$ cat src/assert_macros.svh
// Assertion helpers shared by the RTL files.
`ifndef ASSERT_MACROS_SVH
`define ASSERT_MACROS_SVH
// Implication checked on every clock edge outside reset.
`define VGA_ASSERT_IMPL(label, ante, cons, msg) \
  label: assert property (@(posedge clk) disable iff (!rst_n) (ante) |-> (cons)) \
    else $error(msg);
// Next-cycle implication outside reset.
`define VGA_ASSERT_NEXT(label, ante, cons, msg) \
  label: assert property (@(posedge clk) disable iff (!rst_n) (ante) |=> (cons)) \
    else $error(msg);
`endif

$ cat src/vga_irq_pkg.sv
// ---------------------------------------------------------------------------
// vga_irq_pkg
// Shared types, codes and pixel decode for the video gate array.
// ---------------------------------------------------------------------------
package vga_irq_pkg;

  typedef enum logic [2:0] {
    REQ_BUS   = 3'd0,
    REQ_CHAR  = 3'd1,
    REQ_QUART = 3'd2,
    REQ_ACK   = 3'd3,
    REQ_VIDEO = 3'd4
  } req_t;

  localparam logic [1:0] ACT_NONE  = 2'd0;
  localparam logic [1:0] ACT_STEP  = 2'd1;
  localparam logic [1:0] ACT_FRAME = 2'd2;

  localparam logic [4:0] INK_BLACK  = 5'h14;
  localparam logic [4:0] PEN_BORDER = 5'd16;
  localparam logic [5:0] LINES_PER_IRQ = 6'd52;
  localparam logic [4:0] VSYNC_LINES   = 5'd26;

  // Status fields carried with every result word.
  typedef struct packed {
    logic       irq;
    logic       hs;
    logic       vs;
    logic       rom_lo;
    logic       rom_hi;
    logic [1:0] mode;
  } status_t;

  // Pen index of sample s of byte b in the given mode.
  function automatic logic [3:0] pen_for_sample(input logic [1:0] mode,
                                                input logic [7:0] b,
                                                input logic [2:0] s);
    logic [2:0] p;
    logic [3:0] r;
    begin
      r = 4'd0;
      case (mode)
        2'd0: begin
          p = {2'b00, s[2]};
          r = {b[3'd1 - p], b[3'd5 - p], b[3'd3 - p], b[3'd7 - p]};
        end
        2'd1: begin
          p = {1'b0, s[2:1]};
          r = {2'b00, b[3'd3 - p], b[3'd7 - p]};
        end
        2'd2: begin
          p = s;
          r = {3'b000, b[3'd7 - p]};
        end
        default: begin
          p = {2'b00, s[2]};
          r = {2'b00, b[3'd3 - p], b[3'd7 - p]};
        end
      endcase
      return r;
    end
  endfunction

endpackage

$ cat src/vga_irq_ctrl.sv
// ---------------------------------------------------------------------------
// vga_irq_ctrl
// Control state: bus registers, sync delay, line counter and interrupt.
// ---------------------------------------------------------------------------
module vga_irq_ctrl (
  input  logic                 clk,
  input  logic                 rst_n,
  input  logic                 go,
  input  logic [2:0]           req_type,
  input  logic [7:0]           bus_data,
  input  logic                 hsync_in,
  input  logic                 vsync_in,
  output vga_irq_pkg::status_t st,
  output logic                 blanked,
  output logic                 ink_we,
  output logic [4:0]           ink_addr,
  output logic [4:0]           ink_data
);
  import vga_irq_pkg::*;

  logic [4:0] pen_r, pen_nxt;
  logic       rom_lo_r, rom_lo_nxt, rom_hi_r, rom_hi_nxt;
  logic [1:0] mode_w_r, mode_w_nxt, mode_a_r, mode_a_nxt;
  logic [5:0] lc_r, lc_nxt;
  logic       irq_r, irq_nxt, irq_new_r, irq_new_nxt;
  logic [1:0] recent_r, recent_nxt, due_r, due_nxt;
  logic       hl_r, hl_nxt, vl_r, vl_nxt;
  logic [1:0] fcd_r, fcd_nxt;
  logic [4:0] vlc_r, vlc_nxt;
  logic       vact_r, vact_nxt, vbl_r, vbl_nxt;
  logic [2:0] hcc_r, hcc_nxt;
  logic       hbl_r, hbl_nxt, hp_r, hp_nxt, vp_r, vp_nxt;
  logic [1:0] qp_r, qp_nxt;

  always_comb begin
    logic [5:0] lc_inc;
    logic [4:0] vlc_inc;
    logic       hr, hf, vr;
    pen_nxt = pen_r;       rom_lo_nxt = rom_lo_r;  rom_hi_nxt = rom_hi_r;
    mode_w_nxt = mode_w_r; mode_a_nxt = mode_a_r;  lc_nxt = lc_r;
    irq_nxt = irq_r;       irq_new_nxt = irq_new_r;
    recent_nxt = recent_r; due_nxt = due_r;        hl_nxt = hl_r;
    vl_nxt = vl_r;         fcd_nxt = fcd_r;        vlc_nxt = vlc_r;
    vact_nxt = vact_r;     vbl_nxt = vbl_r;        hcc_nxt = hcc_r;
    hbl_nxt = hbl_r;       hp_nxt = hp_r;          vp_nxt = vp_r;
    qp_nxt = qp_r;
    ink_we = 1'b0;
    ink_addr = pen_r;
    ink_data = bus_data[4:0];
    hr = hsync_in & ~hl_r;
    hf = hl_r & ~hsync_in;
    vr = vsync_in & ~vl_r;
    lc_inc = lc_r + 6'd1;
    vlc_inc = vlc_r + 5'd1;
    if (go) begin
      case (req_type)
        REQ_BUS: begin
          case (bus_data[7:6])
            2'b00: pen_nxt = bus_data[4] ? PEN_BORDER : {1'b0, bus_data[3:0]};
            2'b01: ink_we = (pen_r <= PEN_BORDER);
            2'b10: begin
              rom_hi_nxt = ~bus_data[3];
              rom_lo_nxt = ~bus_data[2];
              mode_w_nxt = bus_data[1:0];
              if (bus_data[4]) begin
                lc_nxt = 6'd0; irq_nxt = 1'b0;
                recent_nxt = ACT_NONE; due_nxt = ACT_NONE;
              end
            end
            default: ;
          endcase
        end
        REQ_CHAR: begin
          due_nxt = recent_r;
          recent_nxt = ACT_NONE;
          hl_nxt = hsync_in;
          vl_nxt = vsync_in;
          if (vr) begin
            fcd_nxt = 2'd2; vlc_nxt = 5'd0; vact_nxt = 1'b1; vbl_nxt = 1'b1;
          end
          if (hr) begin
            hcc_nxt = 3'd0; hbl_nxt = 1'b1;
          end else if (hcc_r < 3'd6) begin
            hcc_nxt = hcc_r + 3'd1;
            if (hcc_nxt == 3'd2) hp_nxt = 1'b1;
            else if (hcc_nxt == 3'd6) hp_nxt = 1'b0;
          end
          if (hf) begin
            hp_nxt = 1'b0; hbl_nxt = 1'b0;
            if (vact_nxt) begin
              vlc_nxt = (vr ? 5'd1 : vlc_inc);
              if (vlc_nxt == 5'd2) vp_nxt = 1'b1;
              else if (vlc_nxt == 5'd6) vp_nxt = 1'b0;
              else if (vlc_nxt == VSYNC_LINES) begin
                vbl_nxt = 1'b0; vact_nxt = 1'b0;
              end
            end
            mode_a_nxt = mode_w_r;
            recent_nxt = ACT_STEP;
            if (fcd_nxt != 2'd0) begin
              fcd_nxt = fcd_nxt - 2'd1;
              if (fcd_nxt == 2'd0) recent_nxt = ACT_FRAME;
            end
          end
        end
        REQ_QUART: begin
          qp_nxt = qp_r + 2'd1;
          irq_new_nxt = 1'b0;
          if (qp_nxt == 2'd1 && due_r != ACT_NONE) begin
            due_nxt = ACT_NONE;
            if (due_r == ACT_FRAME) begin
              if (lc_r[5]) begin irq_nxt = 1'b1; irq_new_nxt = 1'b1; end
              lc_nxt = 6'd0;
            end else if (due_r == ACT_STEP) begin
              lc_nxt = lc_inc;
              if (lc_inc == LINES_PER_IRQ) begin
                lc_nxt = 6'd0; irq_nxt = 1'b1; irq_new_nxt = 1'b1;
              end
            end
          end
        end
        REQ_ACK: begin
          if (!irq_new_r) irq_nxt = 1'b0;
          lc_nxt = {1'b0, lc_r[4:0]};
        end
        default: ;
      endcase
    end
  end

  always_ff @(posedge clk) begin
    if (!rst_n) begin
      pen_r <= '0; rom_lo_r <= 1'b1; rom_hi_r <= 1'b1; mode_w_r <= '0;
      mode_a_r <= '0; lc_r <= '0; irq_r <= 1'b0; irq_new_r <= 1'b0;
      recent_r <= ACT_NONE; due_r <= ACT_NONE; hl_r <= 1'b0; vl_r <= 1'b0;
      fcd_r <= '0; vlc_r <= '0; vact_r <= 1'b0; vbl_r <= 1'b0; hcc_r <= '0;
      hbl_r <= 1'b0; hp_r <= 1'b0; vp_r <= 1'b0; qp_r <= '0;
    end else begin
      pen_r <= pen_nxt; rom_lo_r <= rom_lo_nxt; rom_hi_r <= rom_hi_nxt;
      mode_w_r <= mode_w_nxt; mode_a_r <= mode_a_nxt; lc_r <= lc_nxt;
      irq_r <= irq_nxt; irq_new_r <= irq_new_nxt; recent_r <= recent_nxt;
      due_r <= due_nxt; hl_r <= hl_nxt; vl_r <= vl_nxt; fcd_r <= fcd_nxt;
      vlc_r <= vlc_nxt; vact_r <= vact_nxt; vbl_r <= vbl_nxt;
      hcc_r <= hcc_nxt; hbl_r <= hbl_nxt; hp_r <= hp_nxt; vp_r <= vp_nxt;
      qp_r <= qp_nxt;
    end
  end

  // Status after this item's update.
  assign st = '{irq: irq_nxt, hs: hp_nxt, vs: vp_nxt, rom_lo: rom_lo_nxt,
                rom_hi: rom_hi_nxt, mode: mode_a_nxt};
  assign blanked = hbl_r | vbl_r;

  `include "assert_macros.svh"
  `VGA_ASSERT_IMPL(a_lc_range, 1'b1, lc_r < LINES_PER_IRQ, "line counter out of range")
  `VGA_ASSERT_NEXT(a_irq_new, go && req_type == REQ_QUART, !irq_new_r || irq_r, "new irq lost")
  `VGA_ASSERT_IMPL(a_vp_vact, vp_r, vact_r, "vsync pulse outside vsync")
endmodule

$ cat src/vga_irq_pix.sv
// ---------------------------------------------------------------------------
// vga_irq_pix
// Ink table, latched bytes and per-half pixel decode.
// ---------------------------------------------------------------------------
module vga_irq_pix (
  input  logic        clk,
  input  logic        rst_n,
  input  logic        go_video,
  input  logic        ink_we,
  input  logic [4:0]  ink_addr,
  input  logic [4:0]  ink_data,
  input  logic [1:0]  mode,
  input  logic        blanked,
  input  logic        half,
  input  logic        show_first,
  input  logic        show_second,
  input  logic [7:0]  first_byte,
  input  logic [7:0]  second_byte,
  output logic [39:0] codes
);
  import vga_irq_pkg::*;

  logic [4:0] ink_r [17];
  logic [7:0] byte_r [2];
  logic       en_r [2];
  // Second byte of the previous character, kept for the second half word.
  logic [7:0] b1_hold_r;
  logic       en1_hold_r;
  logic [7:0] sel_b;
  logic       sel_en;

  always_ff @(posedge clk) begin
    if (!rst_n) begin
      for (int i = 0; i < 17; i++) ink_r[i] <= '0;
      byte_r[0] <= '0; byte_r[1] <= '0; en_r[0] <= 1'b0; en_r[1] <= 1'b0;
      b1_hold_r <= '0; en1_hold_r <= 1'b0;
    end else begin
      if (ink_we) ink_r[ink_addr] <= ink_data;
      if (go_video) begin
        b1_hold_r <= byte_r[1]; en1_hold_r <= en_r[1];
        byte_r[0] <= first_byte; byte_r[1] <= second_byte;
        en_r[0] <= show_first;   en_r[1] <= show_second;
      end
    end
  end

  always_comb begin
    sel_b = half ? b1_hold_r : byte_r[0];
    sel_en = half ? en1_hold_r : en_r[0];
    for (int s = 0; s < 8; s++) begin
      if (blanked) codes[5*s +: 5] = INK_BLACK;
      else if (!sel_en) codes[5*s +: 5] = ink_r[PEN_BORDER];
      else codes[5*s +: 5] = ink_r[{1'b0, pen_for_sample(mode, sel_b, 3'(s))}];
    end
  end
endmodule

$ cat src/video_gate_array_with_interrupts.sv
// ---------------------------------------------------------------------------
// video_gate_array_with_interrupts
// Gate array: bus registers, sync delay, line interrupt, pixel decode.
// ---------------------------------------------------------------------------
// The result word is loaded into the output register as the item is accepted.
// Throughput: one item per cycle while out_stall is low; a video item holds the input
// while its second half word goes out, so no new item is taken in the meantime.
// Reset (rst_n low, synchronous): control and pixel state zero, both ROMs on, output empty.
module video_gate_array_with_interrupts (
  input  logic        clk,
  input  logic        rst_n,
  input  logic        in_valid,
  output logic        in_stall,
  input  logic [2:0]  in_req_type,
  input  logic [7:0]  in_bus_data,
  input  logic        in_hsync_in,
  input  logic        in_vsync_in,
  input  logic        in_show_first,
  input  logic        in_show_second,
  input  logic [7:0]  in_first_byte,
  input  logic [7:0]  in_second_byte,
  output logic        out_valid,
  input  logic        out_stall,
  output logic        out_irq_pending,
  output logic        out_sync_h_out,
  output logic        out_sync_v_out,
  output logic        out_low_rom_on,
  output logic        out_high_rom_on,
  output logic [1:0]  out_screen_mode,
  output logic [39:0] out_pixel_codes,
  output logic        out_half_index,
  output logic        out_last_of_run
);
  import vga_irq_pkg::*;

  // Output register; second_r marks the pending second half of a video item.
  logic       ov_r, second_r;
  status_t    st_r, st;
  status_t    st_hold_r;
  logic [39:0] codes_r, codes;
  logic       half_r, last_r;
  logic       load, go, is_video, blanked, blank_hold_r, blank_use;
  logic       ink_we;
  logic [4:0] ink_addr, ink_data;

  // Output slot frees when empty or being taken.
  assign load = !ov_r || !out_stall;
  // Video word is taken with its first half; input held while the second goes out.
  assign is_video = (in_req_type == REQ_VIDEO);
  assign in_stall = !load || second_r;
  assign go = in_valid && load && !second_r;

  vga_irq_ctrl u_ctrl (
    .clk(clk), .rst_n(rst_n), .go(go), .req_type(in_req_type),
    .bus_data(in_bus_data), .hsync_in(in_hsync_in), .vsync_in(in_vsync_in),
    .st(st), .blanked(blanked), .ink_we(ink_we), .ink_addr(ink_addr),
    .ink_data(ink_data)
  );

  // Second half decodes from the blanking seen with the first half.
  assign blank_use = second_r ? blank_hold_r : blanked;

  vga_irq_pix u_pix (
    .clk(clk), .rst_n(rst_n), .go_video(go && is_video),
    .ink_we(ink_we), .ink_addr(ink_addr), .ink_data(ink_data),
    .mode(second_r ? st_hold_r.mode : st.mode), .blanked(blank_use),
    .half(second_r), .show_first(in_show_first), .show_second(in_show_second),
    .first_byte(in_first_byte), .second_byte(in_second_byte), .codes(codes)
  );

  always_ff @(posedge clk) begin
    if (!rst_n) begin
      ov_r <= 1'b0; second_r <= 1'b0;
    end else if (load) begin
      if (second_r) begin
        ov_r <= 1'b1; second_r <= 1'b0;
      end else begin
        ov_r <= in_valid; second_r <= in_valid && is_video;
      end
    end
  end

  always_ff @(posedge clk) begin
    if (load) begin
      if (second_r) begin
        st_r <= st_hold_r; codes_r <= codes; half_r <= 1'b1; last_r <= 1'b1;
      end else begin
        st_r <= st; st_hold_r <= st; blank_hold_r <= blanked;
        codes_r <= is_video ? codes : '0;
        half_r <= 1'b0; last_r <= !is_video;
      end
    end
  end

  assign out_valid = ov_r;
  assign out_irq_pending = st_r.irq;
  assign out_sync_h_out = st_r.hs;
  assign out_sync_v_out = st_r.vs;
  assign out_low_rom_on = st_r.rom_lo;
  assign out_high_rom_on = st_r.rom_hi;
  assign out_screen_mode = st_r.mode;
  assign out_pixel_codes = codes_r;
  assign out_half_index = half_r;
  assign out_last_of_run = last_r;

  `include "assert_macros.svh"
  `VGA_ASSERT_NEXT(a_second_out, second_r && load, ov_r && half_r && last_r, "second half missing")
  `VGA_ASSERT_IMPL(a_half_last, ov_r && half_r, last_r, "half 1 not last")
  `VGA_ASSERT_IMPL(a_no_take, second_r, in_stall, "input taken mid video item")
endmodule
$ cat config.mk
export PLATFORM = sky130hd
export DESIGN_NAME = video_gate_array_with_interrupts
export DESIGN_NICKNAME = d
export VERILOG_FILES = /design/src/vga_irq_pkg.sv /design/src/vga_irq_ctrl.sv /design/src/vga_irq_pix.sv /design/src/video_gate_array_with_interrupts.sv
export VERILOG_INCLUDE_DIRS = /design/src /design/src/src
export SDC_FILE = /design/constraint.sdc
export NUM_CORES = 1
export LEC_CHECK = 0
export ABC_AREA = 1
export ABC_CLOCK_PERIOD_IN_PS = 3950
export BUFFER_PORTS_ARGS = -buffer_cell sky130_fd_sc_hd__buf_2
export CORE_ASPECT_RATIO = 2
export CORE_UTILIZATION = 55
export CTS_CLUSTER_DIAMETER = 30
export DETAILED_ROUTE_END_ITERATION = 16
export GPL_ROUTABILITY_DRIVEN = 1
export GPL_TIMING_DRIVEN = 0
export PLACE_DENSITY = 0.7
export SLEW_MARGIN = 20
export SYNTH_ARGS = -nofsm -noshare
export SYNTH_HDL_FRONTEND = slang
export SYNTH_SLANG_ARGS = --single-unit
$ cat constraint.sdc
create_clock -name clk -period 3.95 [get_ports clk]
set_input_delay 0.9875 -clock clk [delete_from_list [all_inputs] [get_ports clk]]
set_output_delay 0.9875 -clock clk [all_outputs]
set_load 0.05 [all_outputs]
Word level (Yosys, flattened, before mapping) --
Memories as Yosys holds them, arrays and structs flattened. A register that Yosys moved wholly into a read port is not among the register bits. Cells that the tools add are included.
Storage, ports and cells: bits in registers 94, bits in latches 0, memory bits (writable) 103, ROM bits 0, input bits 35, output and inout bits 51, logic and storage cells 264, memories 3
Memories:
- u_pix.ink_r | depth 17, width 5, read ports 9, clocked after Yosys merged registers in 0, wr ports 17, RTL line vga_irq_pix.sv:23 | logic [4:0] ink_r [17];
- u_pix.byte_r | depth 2, width 8, read ports 2, clocked after Yosys merged registers in 1, wr ports 2, RTL line vga_irq_pix.sv:24 | logic [7:0] byte_r [2];
- u_pix.en_r | depth 2, width 1, read ports 2, clocked after Yosys merged registers in 1, wr ports 2, RTL line vga_irq_pix.sv:25 | logic en_r [2];
Operators by class: add/sub/neg operators 5, multiply operators 0, div/mod/pow operators 0, order comparisons 2, equality and inequality tests 21, shift operators 0, muxes and demuxes 146, bitwise gates (word level) 15, reduce and logical (&&, ||, !) cells 38
Operators with widths (count):
- two-way mux 5 bit | 23
- two-way mux 40 bit | 2
- case mux 4 bit (3 select lines) | 6
- two-way mux 1 bit | 67
- two-way mux 4 bit | 16
- two-way mux 6 bit | 6
- two-way mux 2 bit | 15
- two-way mux 8 bit | 3
- case mux 6 bit (3 select lines) | 1
- case mux 4 bit (2 select lines) | 2
- AND reduction 3 bit | 4
- nonzero test 2 bit | 6
- equality test 3 x 2 -> 1 bit (second input constant) | 3
- equality test 2 x 1 -> 1 bit (second input constant) | 4
- logical NOT 1 bit | 7
- inverter 1 bit | 7
- AND reduction 7 bit | 1
- adder 6 x 1 -> 6 bit (second input constant) | 1
- equality test 2 bit (second input constant) | 3
- equality test 3 bit (second input constant) | 2
- equality test 6 bit (second input constant) | 1
- logical NOT 2 bit | 3
- two-way mux 3 bit | 2
- case mux 2 bit (3 select lines) | 1
- other kinds (26) | 41

Depth between registers and ports, before layout --
An unclocked memory read counts as a cell.
depth in word-level cells 15, depth in mapped cells 22, mapped depth without buffers 20

By module --
From an unflattened synthesis, not the netlist that was laid out.
Second synthesis, totals: cells, all modules 1576, area total of the unflattened synthesis 11962.7 µm²
By module, submodules not included:
- vga_irq_pix | times used 1, cells an instance 1093, area each 7619.8 µm², seq. area each 3273.1 µm²
- vga_irq_ctrl | times used 1, cells an instance 321, area each 2314.7 µm², seq. area each 840.8 µm²
- video_gate_array_with_interrupts | times used 1, cells an instance 162, area each 2028.2 µm², seq. area each 1541.5 µm²

Least setup slack after synthesis --
OpenSTA, ideal clock, no wires.
path type input-to-reg, start point input out_stall, end point register codes_r[22] (netlist: out_pixel_codes[22]) (data pin), library setup time 270 ps, arrival 3365 ps, required time 3680 ps, slack 315 ps, stages 18, buffers on the path 2, path through nand2_2 > nand3_4 > nor2_8 > nand2_2 > nand3_2 > nand2_4 > nor2_4 > nand2_1 > nand3_1 > nand2_2 > buf_6 > buf_6 > nand3_1 > nand3_1 > nand3_1 > nand2_1 > nand2_1 > a21oi_1
Between the ends: cells in the longest elaborated chain, start to end 15, elaborated cells on any way between the ends 17, classes of those cells 2 x eq/ne; 9 x mux; 5 x reduce/logical; 1 x memory
Ends and longest elaborated chain:
- start, declared | RTL line video_gate_array_with_interrupts.sv:23 | input logic out_stall,
- logical NOT 1 bit * | RTL line video_gate_array_with_interrupts.sv:47 | assign load = !ov_r || !out_stall;
- logical OR 1 bit * | RTL line video_gate_array_with_interrupts.sv:47
- logical AND 1 bit * (2 in series) | RTL line video_gate_array_with_interrupts.sv:51 | assign go = in_valid && load && !second_r;
- two-way mux 2 bit * | RTL line vga_irq_ctrl.sv:55 | if (go) begin
- two-way mux 2 bit * | RTL line video_gate_array_with_interrupts.sv:66 | .mode(second_r ? st_hold_r.mode : st.mode), .blanked(blank_use),
- equality test 2 bit (tied with other cells) | RTL line vga_irq_pkg.sv:42 | case (mode)
- case mux 4 bit (3 select lines) * | RTL line vga_irq_pkg.sv:42
- two-way mux 4 bit * | RTL line vga_irq_pix.sv:52 | else if (!sel_en) codes[5*s +: 5] = ink_r[PEN_BORDER];
- two-way mux 4 bit * | RTL line vga_irq_pix.sv:51 | if (blanked) codes[5*s +: 5] = INK_BLACK;
- memory (17 x 5 bit) *
- two-way mux 5 bit * | RTL line vga_irq_pix.sv:52
- two-way mux 5 bit * | RTL line vga_irq_pix.sv:51
- two-way mux 40 bit | RTL line video_gate_array_with_interrupts.sv:89 | codes_r <= is_video ? codes : '0;
- two-way mux 40 bit * | RTL line video_gate_array_with_interrupts.sv:85 | if (second_r) begin
- end signal, assigned | RTL line video_gate_array_with_interrupts.sv:89
- end, declared | RTL line video_gate_array_with_interrupts.sv:40 | logic [39:0] codes_r, codes;
Every way passes the cells marked *; elsewhere a longest branch is shown, timed or not. The select of a mux whose other input is x is not followed. A chain may end at the register's enable or synchronous reset.

Worst setup path after layout --
start point input out_stall, end point register codes_r[39] (netlist: out_pixel_codes[39]) (data pin)
The elaborated chain is that of the path after synthesis.

==> insert_results.sql <==
INSERT INTO impl_metrics (metric_group, metric, value, unit) VALUES
('timing', 'final_report_max_slew_violation_count', '0', ''),
('setup_path', 'path_max_fanout', '46', ''),
('clocking', 'number_of_buffers_inserted_during_clock_tree_synthesis', '28', ''),
('global_routing', 'grt_pass1_wl', '61490', 'µm'),
('clocking', 'cts.repair_timing.setup_buffer_count', '0', ''),
('global_routing', 'grt_start_max_net_pins', '47', ''),
('yosys', 'netlist_area', '0.01165', 'mm²'),
('setup_path', 'critical-path-max-stage-delay', '440', 'ps'),
('layout', 'final_design_area_no_fill', '0.01341', 'mm²'),
('route', 'dr_total_vias', '10990', ''),
('clocking', 'cts_hold_buf', '0', ''),
('setup_path', 'critPathRequiredTime', '4350', 'ps'),
('yosys', 'syn_inst', '1484', ''),
('global_routing', 'grt_antenna_before_repair', '0', ''),
('setup_path', 'r2r_end', 'out_pixel_codes[0]$_DFFE_PN_', ''),
('yosys', 'seq_area_frac_synth', '0.4856', ''),
('timing', 'fin_crit_sh', '0.9105', ''),
('route', 'drtAntennaViolNets', '0', ''),
('layout', 'leading_cell_type_in_the_layout_fill_and_taps_excluded', 'nand2_1', ''),
('timing', 'timing.final.setup_violations', '0', ''),
('floorplanning', 'rows', '75', ''),
('timing', 'postLayoutSetupSlackWorst', '353.6', 'ps'),
('setup_path', 'worstSetupPathType', 'input port to flip-flop', ''),
('yosys', 'netlist.top_cell.by_area', 'edfxtp_1', ''),
('setup_path', 'timing.critical_path.slowest_stage_cell', 'inv_1', ''),
('placed_design', 'port_buffers', '84', ''),
('clocking', 'cts.sinks', '206', ''),
('power_and_ir_drop', 'ir_drop', '0.4707', 'mV'),
('yosys', 'dominantRegCellSynth', 'edfxtp_1', ''),
('route', 'dr.first_iter.drc_count', '705', ''),
('outcome', 'outcome', 'finished, final reports clean', ''),
('yosys', 'yosys_warnings', '0', ''),
('timing', 'timing.final.crit_period', '3596', 'ps'),
('floorplanning', 'floorplan.initialDensity', '0.5591', ''),
('setup_path', 'timing.critical_path.arrival', '3990', 'ps'),
('layout', 'synthToLayoutAreaGrowth', '15.15', '%'),
('yosys', 'synthesis.area_per_instance', '7.849', 'µm²'),
('global_routing', 'track_usage', '0.3826', ''),
('clocking', 'clkSlewWorstSetupHoldPaths', '60', 'ps'),
('clocking', 'clkLatencyLatePin', '580', 'ps'),
('placed_design', 'dp_hpwl', '30970', 'µm'),
('setup_path', 'startpoint', 'out_stall', ''),
('yosys', 'number_of_flops_mapped_to_enable_cells_by_yosys', '153', ''),
('clocking', 'cts_max_level', '1', ''),
('layout', 'num_antenna_cells', '0', ''),
('setup_path', 'endpoint', 'out_pixel_codes[39]$_DFFE_PN_', ''),
('placed_design', 'gp_routability_congestion', '1.070', ''),
('timing', 'timing_hold_violations_final', '0', ''),
('setup_path', 'crit_path_cell_trace', 'buf_2 > nand2_8 > nand3_4 > nor2_8 > nand2_2 > nand3_2 > nand2_4 > nor2_4 > nand2_1 > nand3_1 > nand2_1 > inv_1 > nand3_1 > nand3_1 > nand3_1 > nand2_1 > nand2_1 > a21oi_1', ''),
('floorplanning', 'design.die.area', '0.02180', 'mm²'),
('power_and_ir_drop', 'pwr_dens', '445.4', 'mW/mm²'),
('yosys', 'yosys_register_bits', '206', ''),
('setup_path', 'cp.depth', '18', ''),
('setup_path', 'reg2reg_setup_slack', '370', 'ps'),
('timing', 'rsz0062_at_grt', 'no', ''),
('setup_path', 'r2r.worst_path.cells', '13', ''),
('power_and_ir_drop', 'power_leakage', '5.985', 'nW'),
('route', 'overall_routed_net_length', '40440', 'µm'),
('setup_path', 'cp_top_family', 'simple AND/OR/NAND/NOR gates', ''),
('placed_design', 'dpl_worst_slack', '-912.8', 'ps'),
('route', 'viasPerCell', '5.819', ''),
('placed_design', 'placed_area', '0.01240', 'mm²'),
('yosys', 'netlist.area_leader.share', '0.3945', ''),
('floorplanning', 'fp.coreArea', '0.02083', 'mm²'),
('timing', 'fmaxAchievable', '0.2781', 'GHz'),
('yosys', 'yosys-top-cells-area', 'edfxtp_1 (39%), nand2_1 (11%), nand3_1 (9.4%)', ''),
('yosys', 'synth_cell_types', '50', ''),
('flow_run', 'number_of_max_cap_violations', '0', ''),
('setup_path', 'crit-reg2reg-launch', 'second_r$_SDFFE_PN0N_', ''),
('setup_path', 'cp-start-kind', 'input port', ''),
('route', 'detail_route.wl_per_cell', '21.41', 'µm');
## metrics by stage
stage | setup TNS [ps] | util | total power (W) | std cells | hold WS (ps)
finish | 0 | 0.6438 | 0.005974 | 1889 | 462.0
global placement | -44210 | 0.5954 | 0.003387 | 1837 | 438.4
floorplan | 0 | - | 0.003117 | 1484 | 429.2
detailed placement | -51230 | 0.5954 | 0.003398 | 1837 | 452.3
CTS | 0 | 0.6432 | 0.005949 | 1889 | 461.6
global route | 0 | 0.6438 | 0.006132 | 1889 | 501.4
## power breakdown
group	internal (W)	switching, W
Combinational	0.000243	0.000681
Clock	0.00144	0.00116
Sequential	0.00240	0.0000496
Total	0.00408	0.00189
## repair_timing
action,CTS,global route
gates resized for setup,1,2
cloned,0,0
setup endpoints to repair,41,17
## cells in the mapped netlist (all sizes together) (3+ instances only)
master    n
dfxtp    53
or2       8
o311ai    3
nor2    169
clkinv    8
a211oi    7
a31oi     4
ha        7
o211ai   28
inv     162
nor4      3
nand3   228
o21ai    74
o21bai    3
nor3     13
nand2   376
clkbuf   34
edfxtp  153
nand3b    7
buf      30
a21oi    96
o21a      4
## sequential cells by signal, summed over array words and instances, names as in the netlist, 2 cells and up
signal           count
u_ctrl.recent_r      2
u_pix.en_r           2
u_ctrl.lc_r          6
out_pixel_codes     40
u_ctrl.fcd_r         2
st_hold_r            7
u_ctrl.mode_a_r      2
u_ctrl.due_r         2
u_ctrl.vlc_r         5
u_pix.b1_hold_r      8
u_pix.ink_r         85
u_ctrl.qp_r          2
u_ctrl.hcc_r         3
u_ctrl.mode_w_r      2
u_pix.byte_r        16
u_ctrl.ink_addr      5
## per-layer routing
metal / routed length (µm) / up-vias / GRT usage
met5: 0 / - / 0
met4: 4216 / 0 / 0.3584
met3: 2388 / 184 / 0.06311
met2: 21530 / 528 / 0.7145
met1: 12300 / 5081 / 0.3369
li1: - / 5200 / -
## cell families after synthesis
kind of cell,count (synthesis),synth area share
AO/OA/AOI/OAI,226,0.1120
XOR/XNOR,3,0.002256
buffers and inverters,234,0.08347
AND/OR/NAND/NOR,808,0.3092
adder cells (fa/ha/maj),7,0.007519
flip-flops,206,0.4856
## cell type report
type	count	area, µm²	area share
Clock buffer	31	733.2	0.05467
Sequential cell	206	5655	0.4217
Tap cell	269	336.6	0.02510
Timing Repair Buffer	84	420.4	0.03135
Buffer	64	334.1	0.02491
Inverter	170	641.9	0.04786
Clock inverter	21	256.5	0.01912
Multi-Input combinational cell	1044	5034	0.3753
## worst min path at each step
stage / from / endpoint / cells after the start
4_1_cts: u_ctrl.vl_r$_SDFFE_PN0P_ / u_ctrl.vl_r$_SDFFE_PN0P_ / 2
2_1_floorplan: u_ctrl.vl_r$_SDFFE_PN0P_ / u_ctrl.vl_r$_SDFFE_PN0P_ / 2
3_3_place_gp: u_ctrl.vl_r$_SDFFE_PN0P_ / u_ctrl.vl_r$_SDFFE_PN0P_ / 2
5_1_grt: u_ctrl.vlc_r[3]$_SDFFE_PN0P_ / u_ctrl.vlc_r[3]$_SDFFE_PN0P_ / 2
6_report: u_ctrl.vl_r$_SDFFE_PN0P_ / u_ctrl.vl_r$_SDFFE_PN0P_ / 2
3_5_place_dp: u_ctrl.vl_r$_SDFFE_PN0P_ / u_ctrl.vl_r$_SDFFE_PN0P_ / 2
## worst register-to-register path: stages (launching register included)
cell,delay (ps)
dfxtp_1,390
buf_2,240
nand2_1,70
o21ai_1,240
inv_1,120
clkbuf_1,330
clkbuf_1,380
o21ai_0,790
nand2_1,170
a21oi_1,180
or2_0,120
nor2_1,40
o21bai_1,200
inv_1,50
No activity file was read; power rests on OpenSTA's default activity.
